===== src/isolated_spike_remover_top_defines.svh =====
// ----------------------------------------------------------------------
// Assertion macros for the isolated spike remover
// Clocked on clk and disabled while rst_n is low.
// ----------------------------------------------------------------------
`ifndef ISOLATED_SPIKE_REMOVER_TOP_DEFINES_SVH
`define ISOLATED_SPIKE_REMOVER_TOP_DEFINES_SVH

// The consequent must hold in the same cycle as the antecedent.
`define ISR_ASSERT_NOW(label, ante, cons, msg) \
  label: assert property (@(posedge clk) disable iff (!rst_n) (ante) |-> (cons)) \
    else $error(msg);

// The consequent must hold in the cycle after the antecedent.
`define ISR_ASSERT_NEXT(label, ante, cons, msg) \
  label: assert property (@(posedge clk) disable iff (!rst_n) (ante) |=> (cons)) \
    else $error(msg);

`endif


===== src/isr_pkg.sv =====
// ----------------------------------------------------------------------
// Isolated spike remover package
// Word types, register codes and reset values shared by the block.
// ----------------------------------------------------------------------
package isr_pkg;

  localparam int SAMPLE_BITS   = 16;
  localparam int WLEN_BITS     = 6;
  localparam int THRESH_BITS   = 16;
  localparam int CFG_IDX_BITS  = 2;
  localparam int CFG_DATA_BITS = 16;

  localparam logic [CFG_IDX_BITS-1:0] CFG_WINDOW_LEN      = 2'd0;
  localparam logic [CFG_IDX_BITS-1:0] CFG_SPIKE_THRESHOLD = 2'd1;

  localparam logic [WLEN_BITS-1:0]   WLEN_RESET   = 6'd8;
  localparam logic [THRESH_BITS-1:0] THRESH_RESET = 16'd1311;

  typedef enum logic {
    ST_RUN,
    ST_FLUSH
  } isr_state_t;

  typedef struct packed {
    logic signed [SAMPLE_BITS-1:0] sample_in;
    logic                          last_in;
  } isr_in_t;

  typedef struct packed {
    logic signed [SAMPLE_BITS-1:0] sample_out;
    logic                          replaced;
    logic                          last_out;
  } isr_out_t;

  // Magnitude of a sample; the most negative value maps to 2**(SAMPLE_BITS-1).
  function automatic logic [SAMPLE_BITS-1:0] mag(input logic signed [SAMPLE_BITS-1:0] s);
    logic [SAMPLE_BITS-1:0] m;
    m = s[SAMPLE_BITS-1] ? SAMPLE_BITS'(-s) : SAMPLE_BITS'(s);
    return m;
  endfunction

endpackage


===== src/isolated_spike_remover_top.sv =====
// ----------------------------------------------------------------------
// Isolated spike remover: accepted words pass the stage 1 registers, then the output register.
// Throughput one word per cycle while the output is not stalled; the last
// word of a stream stalls the input until its flush of up to W words is done.
// Reset is synchronous; sums and counters clear, the delay line is not cleared.
// ----------------------------------------------------------------------
`include "isolated_spike_remover_top_defines.svh"

module isolated_spike_remover_top
  import isr_pkg::*;
#(
  parameter int MAX_WINDOW = 32
)
(
  input  logic                     clk,
  input  logic                     rst_n,
  input  logic                     in_valid,
  output logic                     in_stall,
  input  isr_in_t                  in_data,
  output logic                     out_valid,
  input  logic                     out_stall,
  output isr_out_t                 out_data,
  input  logic                     cfg_valid,
  output logic                     cfg_ready,
  input  logic [CFG_IDX_BITS-1:0]  cfg_index,
  input  logic [CFG_DATA_BITS-1:0] cfg_data
);

  localparam int W_W   = $clog2(MAX_WINDOW + 1);
  localparam int AW    = $clog2(2 * MAX_WINDOW + 2);
  localparam int SUM_W = SAMPLE_BITS + $clog2(MAX_WINDOW);
  localparam int ACC_W = SUM_W + 1;

  // Configuration
  logic [WLEN_BITS-1:0]   wlen_r;
  logic [THRESH_BITS-1:0] thr_r;
  logic                   cfg_fire;

  // Input side
  logic                  in_fire;
  logic [AW-1:0]         cnt_r, cnt_nxt;
  logic [AW-1:0]         wp_r;
  logic [W_W-1:0]        aw_r;
  logic [SUM_W-1:0]      lim_r;
  logic [W_W-1:0]        w_clamp, w_cur;
  logic [AW-1:0]         w_ext, full_cnt, addr_a, addr_b;
  logic                  ge_w, ge_w1, ge_2w, ge_2w1;
  logic [W_W-1:0]        flen;

  // Stage 1
  logic                          s1_valid_r;
  logic signed [SAMPLE_BITS-1:0] s1_sample_r;
  logic [SAMPLE_BITS-1:0]        s1_mag_r;
  logic                          s1_last_r, s1_w1_r;
  logic                          s1_ge_w_r, s1_ge_w1_r, s1_ge_2w_r, s1_ge_2w1_r;
  logic [W_W-1:0]                s1_flen_r;
  logic [AW-1:0]                 s1_addr_r;

  // Neighbor history and running sums
  logic signed [SAMPLE_BITS-1:0] a1_r, a2_r;
  logic [SAMPLE_BITS-1:0]        a1_mag_r, a2_mag_r;
  logic [SUM_W-1:0]              rsum_r, lsum_r;

  logic signed [SAMPLE_BITS-1:0] rd_a_r, rd_b_r;
  logic signed [SAMPLE_BITS-1:0] nxt_smp;
  logic [SAMPLE_BITS-1:0]        nxt_mag, b_mag;
  logic [ACC_W-1:0]              rsum_acc, lsum_acc;
  logic [SUM_W-1:0]              rsum_new, lsum_new;
  logic [SAMPLE_BITS:0]          pair_sum;
  logic                          quiet_l, quiet_r, spike;
  isr_out_t                      center_word;

  // Control
  isr_state_t    state_r, state_nxt;
  logic          out_free, s1_adv, fl_send, fl_issue, out_load;
  logic          out_valid_r;
  isr_out_t      out_data_r;
  logic [W_W-1:0] fl_left_r;
  logic [AW-1:0] fl_addr_r;
  logic          fl_vld_r;

  // ------------------------------------------------------------------
  // Configuration registers
  // ------------------------------------------------------------------
  assign cfg_ready = rst_n;
  assign cfg_fire  = cfg_valid && cfg_ready;

  always_ff @(posedge clk) begin
    if (!rst_n) begin
      wlen_r <= WLEN_RESET;
      thr_r  <= THRESH_RESET;
    end else if (cfg_fire) begin
      unique case (cfg_index)
        CFG_WINDOW_LEN:      wlen_r <= cfg_data[WLEN_BITS-1:0];
        CFG_SPIKE_THRESHOLD: thr_r  <= cfg_data[THRESH_BITS-1:0];
        default: ;
      endcase
    end
  end

  // ------------------------------------------------------------------
  // Input side: window latch, stream position and read addresses
  // ------------------------------------------------------------------
  always_comb begin
    if (wlen_r == '0) begin
      w_clamp = W_W'(1);
    end else if (wlen_r > WLEN_BITS'(MAX_WINDOW)) begin
      w_clamp = W_W'(MAX_WINDOW);
    end else begin
      w_clamp = W_W'(wlen_r);
    end
    w_cur    = (cnt_r == '0) ? w_clamp : aw_r;
    w_ext    = AW'(w_cur);
    full_cnt = (w_ext << 1) + AW'(1);
    ge_w     = cnt_r >= w_ext;
    ge_w1    = cnt_r >= (w_ext + AW'(1));
    ge_2w    = cnt_r >= (w_ext << 1);
    ge_2w1   = cnt_r >= full_cnt;
    // A short stream flushes everything it has, which is no more than W words.
    flen     = ge_w ? w_cur : W_W'(cnt_r + AW'(1));
    // Port A fetches the next center, the nearest right neighbor of the current one, port B
    // the sample that drops out of the left window.
    addr_a   = wp_r - w_ext + AW'(1);
    addr_b   = wp_r - full_cnt;
    if (in_data.last_in) begin
      cnt_nxt = '0;
    end else if (cnt_r < full_cnt) begin
      cnt_nxt = cnt_r + AW'(1);
    end else begin
      cnt_nxt = cnt_r;
    end
  end

  assign in_fire = in_valid && !in_stall;

  always_ff @(posedge clk) begin
    if (!rst_n) begin
      cnt_r <= '0;
      wp_r  <= '0;
    end else if (in_fire) begin
      cnt_r <= cnt_nxt;
      wp_r  <= wp_r + AW'(1);
    end
  end

  always_ff @(posedge clk) begin
    if (in_fire && (cnt_r == '0)) begin
      aw_r <= w_clamp;
    end
    lim_r <= SUM_W'(thr_r) * SUM_W'(aw_r);
  end

  isr_line_mem #(
    .ADDR_W (AW)
  ) u_line (
    .clk       (clk),
    .wr_en     (in_fire),
    .wr_addr   (wp_r),
    .wr_data   (in_data.sample_in),
    .rd_a_en   (in_fire || fl_issue),
    .rd_a_addr (fl_issue ? fl_addr_r : addr_a),
    .rd_a_r    (rd_a_r),
    .rd_b_en   (in_fire),
    .rd_b_addr (addr_b),
    .rd_b_r    (rd_b_r)
  );

  always_ff @(posedge clk) begin
    if (in_fire) begin
      s1_sample_r <= in_data.sample_in;
      s1_mag_r    <= mag(in_data.sample_in);
      s1_last_r   <= in_data.last_in;
      s1_w1_r     <= (w_cur == W_W'(1));
      s1_ge_w_r   <= ge_w;
      s1_ge_w1_r  <= ge_w1;
      s1_ge_2w_r  <= ge_2w;
      s1_ge_2w1_r <= ge_2w1;
      s1_flen_r   <= flen;
      s1_addr_r   <= wp_r;
    end
  end

  // ------------------------------------------------------------------
  // Stage 1: running sums and spike decision
  // ------------------------------------------------------------------
  always_comb begin
    // With a one-sample window the right neighbor is the word just taken in.
    nxt_smp  = s1_w1_r ? s1_sample_r : rd_a_r;
    nxt_mag  = mag(nxt_smp);
    b_mag    = mag(rd_b_r);
    rsum_acc = ACC_W'(rsum_r) + ACC_W'(s1_mag_r)
             - (s1_ge_w_r ? ACC_W'(a1_mag_r) : ACC_W'(0));
    lsum_acc = ACC_W'(lsum_r) + (s1_ge_w1_r ? ACC_W'(a2_mag_r) : ACC_W'(0))
             - (s1_ge_2w1_r ? ACC_W'(b_mag) : ACC_W'(0));
    rsum_new = rsum_acc[SUM_W-1:0];
    lsum_new = lsum_acc[SUM_W-1:0];
    quiet_l  = {lsum_new, 1'b0} < {1'b0, lim_r};
    quiet_r  = {rsum_new, 1'b0} < {1'b0, lim_r};
    spike    = s1_ge_2w_r && (a1_mag_r >= thr_r) && quiet_l && quiet_r;
    pair_sum = {a2_r[SAMPLE_BITS-1], a2_r} + {nxt_smp[SAMPLE_BITS-1], nxt_smp};
    center_word.sample_out = spike ? pair_sum[SAMPLE_BITS:1] : a1_r;
    center_word.replaced   = spike;
    center_word.last_out   = 1'b0;
  end

  always_ff @(posedge clk) begin
    if (s1_adv) begin
      a1_r     <= nxt_smp;
      a1_mag_r <= nxt_mag;
      a2_r     <= a1_r;
      a2_mag_r <= a1_mag_r;
    end
  end

  always_ff @(posedge clk) begin
    if (!rst_n) begin
      rsum_r <= '0;
      lsum_r <= '0;
    end else if (s1_adv) begin
      rsum_r <= s1_last_r ? '0 : rsum_new;
      lsum_r <= s1_last_r ? '0 : lsum_new;
    end
  end

  // ------------------------------------------------------------------
  // Control: stream flow and end-of-stream flush
  // ------------------------------------------------------------------
  always_comb begin
    state_nxt = state_r;
    unique case (state_r)
      ST_RUN: begin
        if (s1_adv && s1_last_r) begin
          state_nxt = ST_FLUSH;
        end
      end
      ST_FLUSH: begin
        if (fl_send && (fl_left_r == '0)) begin
          state_nxt = ST_RUN;
        end
      end
      default: state_nxt = ST_RUN;
    endcase
  end

  always_comb begin
    out_free = !out_valid_r || !out_stall;
    s1_adv   = 1'b0;
    fl_send  = 1'b0;
    fl_issue = 1'b0;
    unique case (state_r)
      ST_RUN: begin
        s1_adv = s1_valid_r && (!s1_ge_w_r || out_free);
      end
      ST_FLUSH: begin
        fl_send  = fl_vld_r && out_free;
        fl_issue = (fl_left_r != '0) && (!fl_vld_r || out_free);
      end
      default: ;
    endcase
    out_load = (s1_adv && s1_ge_w_r) || fl_send;
    // The last word of a stream holds the input until its flush is done.
    in_stall = !rst_n || (state_r != ST_RUN)
             || (s1_valid_r && (s1_last_r || !s1_adv));
  end

  always_ff @(posedge clk) begin
    if (!rst_n) begin
      state_r     <= ST_RUN;
      s1_valid_r  <= 1'b0;
      out_valid_r <= 1'b0;
      fl_vld_r    <= 1'b0;
      fl_left_r   <= '0;
    end else begin
      state_r <= state_nxt;
      if (in_fire) begin
        s1_valid_r <= 1'b1;
      end else if (s1_adv) begin
        s1_valid_r <= 1'b0;
      end
      if (out_load) begin
        out_valid_r <= 1'b1;
      end else if (!out_stall) begin
        out_valid_r <= 1'b0;
      end
      if (s1_adv && s1_last_r) begin
        fl_left_r <= s1_flen_r;
        fl_vld_r  <= 1'b0;
      end else if (fl_issue) begin
        fl_left_r <= fl_left_r - W_W'(1);
        fl_vld_r  <= 1'b1;
      end else if (fl_send) begin
        fl_vld_r  <= 1'b0;
      end
    end
  end

  always_ff @(posedge clk) begin
    if (s1_adv && s1_last_r) begin
      fl_addr_r <= s1_addr_r - AW'(s1_flen_r) + AW'(1);
    end else if (fl_issue) begin
      fl_addr_r <= fl_addr_r + AW'(1);
    end
  end

  always_ff @(posedge clk) begin
    if (fl_send) begin
      out_data_r.sample_out <= rd_a_r;
      out_data_r.replaced   <= 1'b0;
      out_data_r.last_out   <= (fl_left_r == '0);
    end else if (out_load) begin
      out_data_r <= center_word;
    end
  end

  assign out_valid = out_valid_r;
  assign out_data  = out_data_r;

  // ------------------------------------------------------------------
  // Assertions
  // ------------------------------------------------------------------
  `ISR_ASSERT_NOW(a_flush_not_replaced, out_valid_r,
    !(out_data_r.replaced && out_data_r.last_out), "replaced word marked as last")
  `ISR_ASSERT_NEXT(a_last_starts_flush, s1_adv && s1_last_r,
    state_r == ST_FLUSH, "last word did not start a flush")
  `ISR_ASSERT_NEXT(a_sums_cleared, s1_adv && s1_last_r,
    (rsum_r == '0) && (lsum_r == '0), "sums not cleared at end of stream")
  `ISR_ASSERT_NEXT(a_flush_word_kept, (state_r == ST_FLUSH) && fl_vld_r && !out_free,
    fl_vld_r, "pending flush word lost while output stalled")

endmodule


===== src/isr_line_mem.sv =====
// ----------------------------------------------------------------------
// Sample delay line memory
// One write port and two read ports, read data registered on enable.
// ----------------------------------------------------------------------
module isr_line_mem
  import isr_pkg::*;
#(
  parameter int ADDR_W = 7
)
(
  input  logic                          clk,
  input  logic                          wr_en,
  input  logic [ADDR_W-1:0]             wr_addr,
  input  logic signed [SAMPLE_BITS-1:0] wr_data,
  input  logic                          rd_a_en,
  input  logic [ADDR_W-1:0]             rd_a_addr,
  output logic signed [SAMPLE_BITS-1:0] rd_a_r,
  input  logic                          rd_b_en,
  input  logic [ADDR_W-1:0]             rd_b_addr,
  output logic signed [SAMPLE_BITS-1:0] rd_b_r
);

  localparam int DEPTH = 1 << ADDR_W;

  logic signed [SAMPLE_BITS-1:0] mem [DEPTH];

  always_ff @(posedge clk) begin
    if (wr_en) begin
      mem[wr_addr] <= wr_data;
    end
    if (rd_a_en) begin
      rd_a_r <= mem[rd_a_addr];
    end
    if (rd_b_en) begin
      rd_b_r <= mem[rd_b_addr];
    end
  end

endmodule

===== config.mk =====
export PLATFORM = sky130hd
export DESIGN_NAME = isolated_spike_remover_top
export DESIGN_NICKNAME = d
export VERILOG_FILES = /design/src/isr_pkg.sv /design/src/isolated_spike_remover_top.sv /design/src/isr_line_mem.sv
export VERILOG_INCLUDE_DIRS = /design/src /design/src/src
export SDC_FILE = /design/constraint.sdc
export NUM_CORES = 2
export LEC_CHECK = 0
export BUFFER_PORTS_ARGS = -buffer_cell sky130_fd_sc_hd__buf_4
export CAP_MARGIN = 0
export CORE_MARGIN = 3
export CORE_UTILIZATION = 35
export DETAILED_ROUTE_END_ITERATION = 7
export MAX_ROUTING_LAYER = met4
export PLACE_DENSITY = 0.59
export SYNTH_ARGS = -nofsm -noshare
export SYNTH_HDL_FRONTEND = slang
export SYNTH_HIERARCHICAL = 1
export SYNTH_SLANG_ARGS = --single-unit

===== constraint.sdc =====
create_clock -name clk -period 10.45 [get_ports clk]
set_input_delay 0 -clock clk [delete_from_list [all_inputs] [get_ports clk]]
set_output_delay 0 -clock clk [all_outputs]
set_load 0.005 [all_outputs]

==> summary.md <==
| Metric | Value |
|---|---|
| Final setup vio count | `0` |
| DP HPWL | `215,000 microns` |
| Post-layout min period | `6.83 ns` |
| Later-pin clock latency in the skew report | `about 0.94 ns` |
| Initial antenna violation count | `35` |
| WHS Path Cells | `5` |
| Total GRT Usage | `0.217` |
| Final std cells w/o fill | `roughly 11k` |
| Clock sink count | `between 2k and 2.5k` |
| Setup WS pre-CTS | `~3.6 ns` |
| Initial DRT Pass Iterations | `6` |
| Pin count of the biggest net entering global routing | `~140` |
| Worst path cell trace | `inv_1 -> ha_1 -> nor2b_1 -> nand2_1 -> mux2i_1 -> buf_4 -> inv_1 -> ha_1 -> inv_1 -> ha_1 -> inv_1 -> fa_1 -> a21oi_4 -> buf_4 -> buf_12 -> mux4_2 -> mux4_2 -> mux4_2 -> mux2_2` |
| Synth cell types | `between 70 and 80` |
| Power density over the cells | `about 220 nW/um^2` |
| Port buffer count | `60` |
| Core Area | `325,000 sq um` |
| Syn Area/Cell | `between 15 and 20 sq um` |
| Primary FF master, synth | `edfxtp_1` |
| DRC viols | `0` |
| Max clock buf depth | `4` |
| CTS Root Cell | `clkbuf_16` |
| Status | `finished, final reports clean` |
| CTS buffer count | `246` |
| Final WL | `roughly 350,000 microns` |
| Asr flop ratio synth | `0` |
| RSZ-0062 raised after global routing | `no` |
| CTS clk-pin slew, worst paths | `approximately 0.060 ns` |
| Max Cap Viol | `0` |
| Ratio of cells with drive above 1 in the final layout | `0.333` |
| # rows | `209` |
| Most frequent cells in the layout | `2,222 x edfxtp_1, 1,344 x mux4_2, 281 x inv_1, 247 x clkbuf_16, 238 x nand2_1` |
| Commonest non-fill, non-tap cell in the layout | `edfxtp_1` |
| WL per Instance | `between 30 and 40 microns` |
| Initial DRC Count | `7,973` |
| Period utilisation layout | `0.654` |
| Syn-to-layout area delta | `13.4%` |
| Area of the die | `about 330,000 sq um` |
| Yosys warnings | `6` |
| Placer Congestion | `0.864` |
| Maximum vdd ir drop | `~270 uV` |
| Worst Hold Endpoint | `wlen_r[3]$_SDFFE_PN1P_` |
| Crit. End Element | `flop` |
| #FFs+latches synth | `approximately 2.3k` |
| CP max stage delay | `0.66 ns` |
| Crit-path slowest cell | `mux4_2` |
| Final ANT Viol Nets | `0` |
| Leakage | `41.8 nW` |
| CTS H-tree lvls | `4` |
| Initial Utilization | `0.352` |
| Vias in the first global route | `between 60k and 70k` |
| Synth Cell Area | `roughly 110,000 sq um` |
| Gr ovfl total | `0` |
| Post-CTS Setup Repair Bufs | `0` |
| Rel. slew slack | `0.165` |
| FMAX | `about 150 MHz` |
| Hold WC Path Type | `in -> reg` |
| CP Max Fanout | `about 100` |
| Die Wd | `577 microns` |
| Sequential area share after synthesis | `0.603` |
| Worst path arrival time | `between 7 and 8 ns` |
| Worst r2r dst | `u_line/rd_a_r[10]$_DFFE_PP_` |
| Layout net count | `between 6k and 7k` |
| Post-synth EDFFs | `about 2.2k` |
| Die Height | `577 microns` |
| CTS tree | `done` |
| Worst Skew | `around 0.10 ns` |
| Syn Nets | `roughly 6.3k` |
| Mapped Cells | `~6k` |
| Crit path kind | `reg -> reg` |
| First-pass GRT wire length | `about 500,000 microns` |
| Reg2reg start | `cnt_r[0]$_SDFFE_PN0P_` |
| Hold_sp | `cfg_index[0]` |
| Reg2reg setup slack | `roughly 3.6 ns` |
| Fin worst setup slack | `around 3.6 ns` |
| Setup_tns | `0 ns` |
| Worst r2r path cells | `19` |
| CP Launch Type | `flop` |
| Hold Vio Cnt, Final | `0` |
| Number of I/O pins | `~60` |
| Critical Path RT | `approximately 11 ns` |
| Worst-Margin Slew | `approximately 1.3 ns` |
| Max Slew Vio Count | `0` |
| Inst Count DP | `approximately 10k` |
| Most frequent CP cell | `inv_1` |
| Via count | `roughly 64k` |
| Vias/cell | `roughly 6` |
-- worst max-delay path, delay by kind of cell (launching register included) --
| kind | cells | cell delay (ns) |
|---|---|---|
| muxes | 5 | 2.24 |
| adders and majority gates | 4 | 1.09 |
| AOI/OAI and AO/OA | 1 | 0.51 |
| DFF | 1 | 0.36 |
| and+or+nand+nor | 2 | 0.72 |
| buffers and inverters | 7 | 1.46 |
-- logic make-up after synthesis --
family | after synthesis | share of synthesized area
compound gates | 388 | 0.0223
mux | 1422 | 0.272
xor+xnor | 146 | 0.0112
flops | 2332 | 0.603
buf+inv | 663 | 0.0233
fa+ha+maj | 290 | 0.0378
simple gates | 733 | 0.0301
-- routing by layer --
metal  GRT usage  part of all wire  vias up
met4      0.0575             0.029        0
met2       0.331              0.47     3272
met3      0.0511              0.10      563
met5           -                 0        -
met1       0.294              0.40    35000
li1            -                 -    25300
-- layout make-up --
class / instances / area [sq um]
clock inverters: 150 / 1440
diodes: 21 / 52.6
fillers: 28700 / 195000
clock buffers: 300 / 6390
repair buffers: 294 / 2670
well taps: 4325 / 5410
flip-flops and latches: 2332 / 68900
multi-input cells: 2979 / 43700
inverters: 285 / 1080
-- worst max path at each step --
stage                                           from                           to  cells past startpoint
after floorplan           u_line/rd_b_r[3]$_DFFE_PP_       out_data[10]$_DFFE_PP_                     28
after global placement         cnt_r[0]$_SDFFE_PN0P_  u_line/rd_a_r[10]$_DFFE_PP_                     19
after detailed placement       cnt_r[0]$_SDFFE_PN0P_  u_line/rd_a_r[10]$_DFFE_PP_                     19
after CTS                      cnt_r[0]$_SDFFE_PN0P_  u_line/rd_a_r[10]$_DFFE_PP_                     19
after global routing           cnt_r[0]$_SDFFE_PN0P_  u_line/rd_a_r[10]$_DFFE_PP_                     19
final                          cnt_r[0]$_SDFFE_PN0P_  u_line/rd_a_r[10]$_DFFE_PP_                     19
-- what timing repair did --
action / 4_1_cts / 5_1_grt
endpoints found under the hold margin: 1079 / 0
hold buffers: 88 / 0
resized for setup: 0 / 0
-- registers in the layout, indices dropped and copies added (netlist names), 15 cells and up --
name,count
u_line/mem,2048
lim_r,21
lsum_r,21
rsum_r,21
out_data,18
a1_r,16
a2_r,16
s1_sample_r,16
thr_r,16
u_line/rd_a_r,16
u_line/rd_b_r,16
a1_mag_r,15
a2_mag_r,15
s1_mag_r,15
-- report_power, final --
group          switching, W  internal, W  leakage, nW
Clock               0.00371      0.00495         3.84
Combinational       0.00523      0.00421         17.1
Sequential         0.000202       0.0104         20.9
-- Yosys cell counts, types with 4 or more instances --
master | n | share of area
and2_1 | 52 | 0.0028
a21o_1 | 42 | 0.0028
mux2_2 | 39 | 0.0038
and3_1 | 10 | 0.00055
nor4_1 | 8 | 0.00044
nor2b_1 | 66 | 0.0036
buf_2 | 108 | 0.0047
and4_1 | 7 | 0.00054
a22oi_1 | 31 | 0.0020
dfxtp_1 | 110 | 0.019
inv_1 | 283 | 0.0093
nor3b_1 | 8 | 0.00053
o21ai_0 | 80 | 0.0035
a211oi_1 | 11 | 0.00072
xnor2_1 | 107 | 0.0082
nand4_1 | 15 | 0.00082
o21bai_1 | 17 | 0.0011
ha_1 | 198 | 0.022
xor2_1 | 39 | 0.0030
o31ai_1 | 10 | 0.00066
mux4_2 | 1344 | 0.26
nand2_1 | 244 | 0.0080
o21a_1 | 10 | 0.00066
fa_1 | 92 | 0.016
a21boi_0 | 18 | 0.0012
a31oi_1 | 16 | 0.00088
clkbuf_1 | 218 | 0.0072
or2_2 | 4 | 0.00022
mux2i_1 | 39 | 0.0034
o211ai_1 | 12 | 0.00079
buf_1 | 46 | 0.0015
or3_1 | 15 | 0.00082
o41ai_1 | 5 | 0.00038
o211a_1 | 6 | 0.00053
nor2_1 | 198 | 0.0065
a21oi_1 | 95 | 0.0042
nand2b_1 | 22 | 0.0012
edfxtp_1 | 2222 | 0.58
nand3_1 | 43 | 0.0019
nor3_1 | 32 | 0.0014
-- per-stage QoR --
step / hold WS [ns] / power, W / utilization / instance area, sq um
final: 0.0950 / 0.0287 / 0.399 / 130000
after global placement: 0.245 / 0.0201 / 0.372 / 121000
after global routing: 0.0886 / 0.0297 / 0.399 / 130000
after detailed placement: 0.248 / 0.0202 / 0.372 / 121000
after CTS: 0.0303 / 0.0288 / 0.399 / 130000
after floorplan: 0.0808 / 0.0168 / - / 114000
No activity file was read; power rests on OpenSTA's default activity.
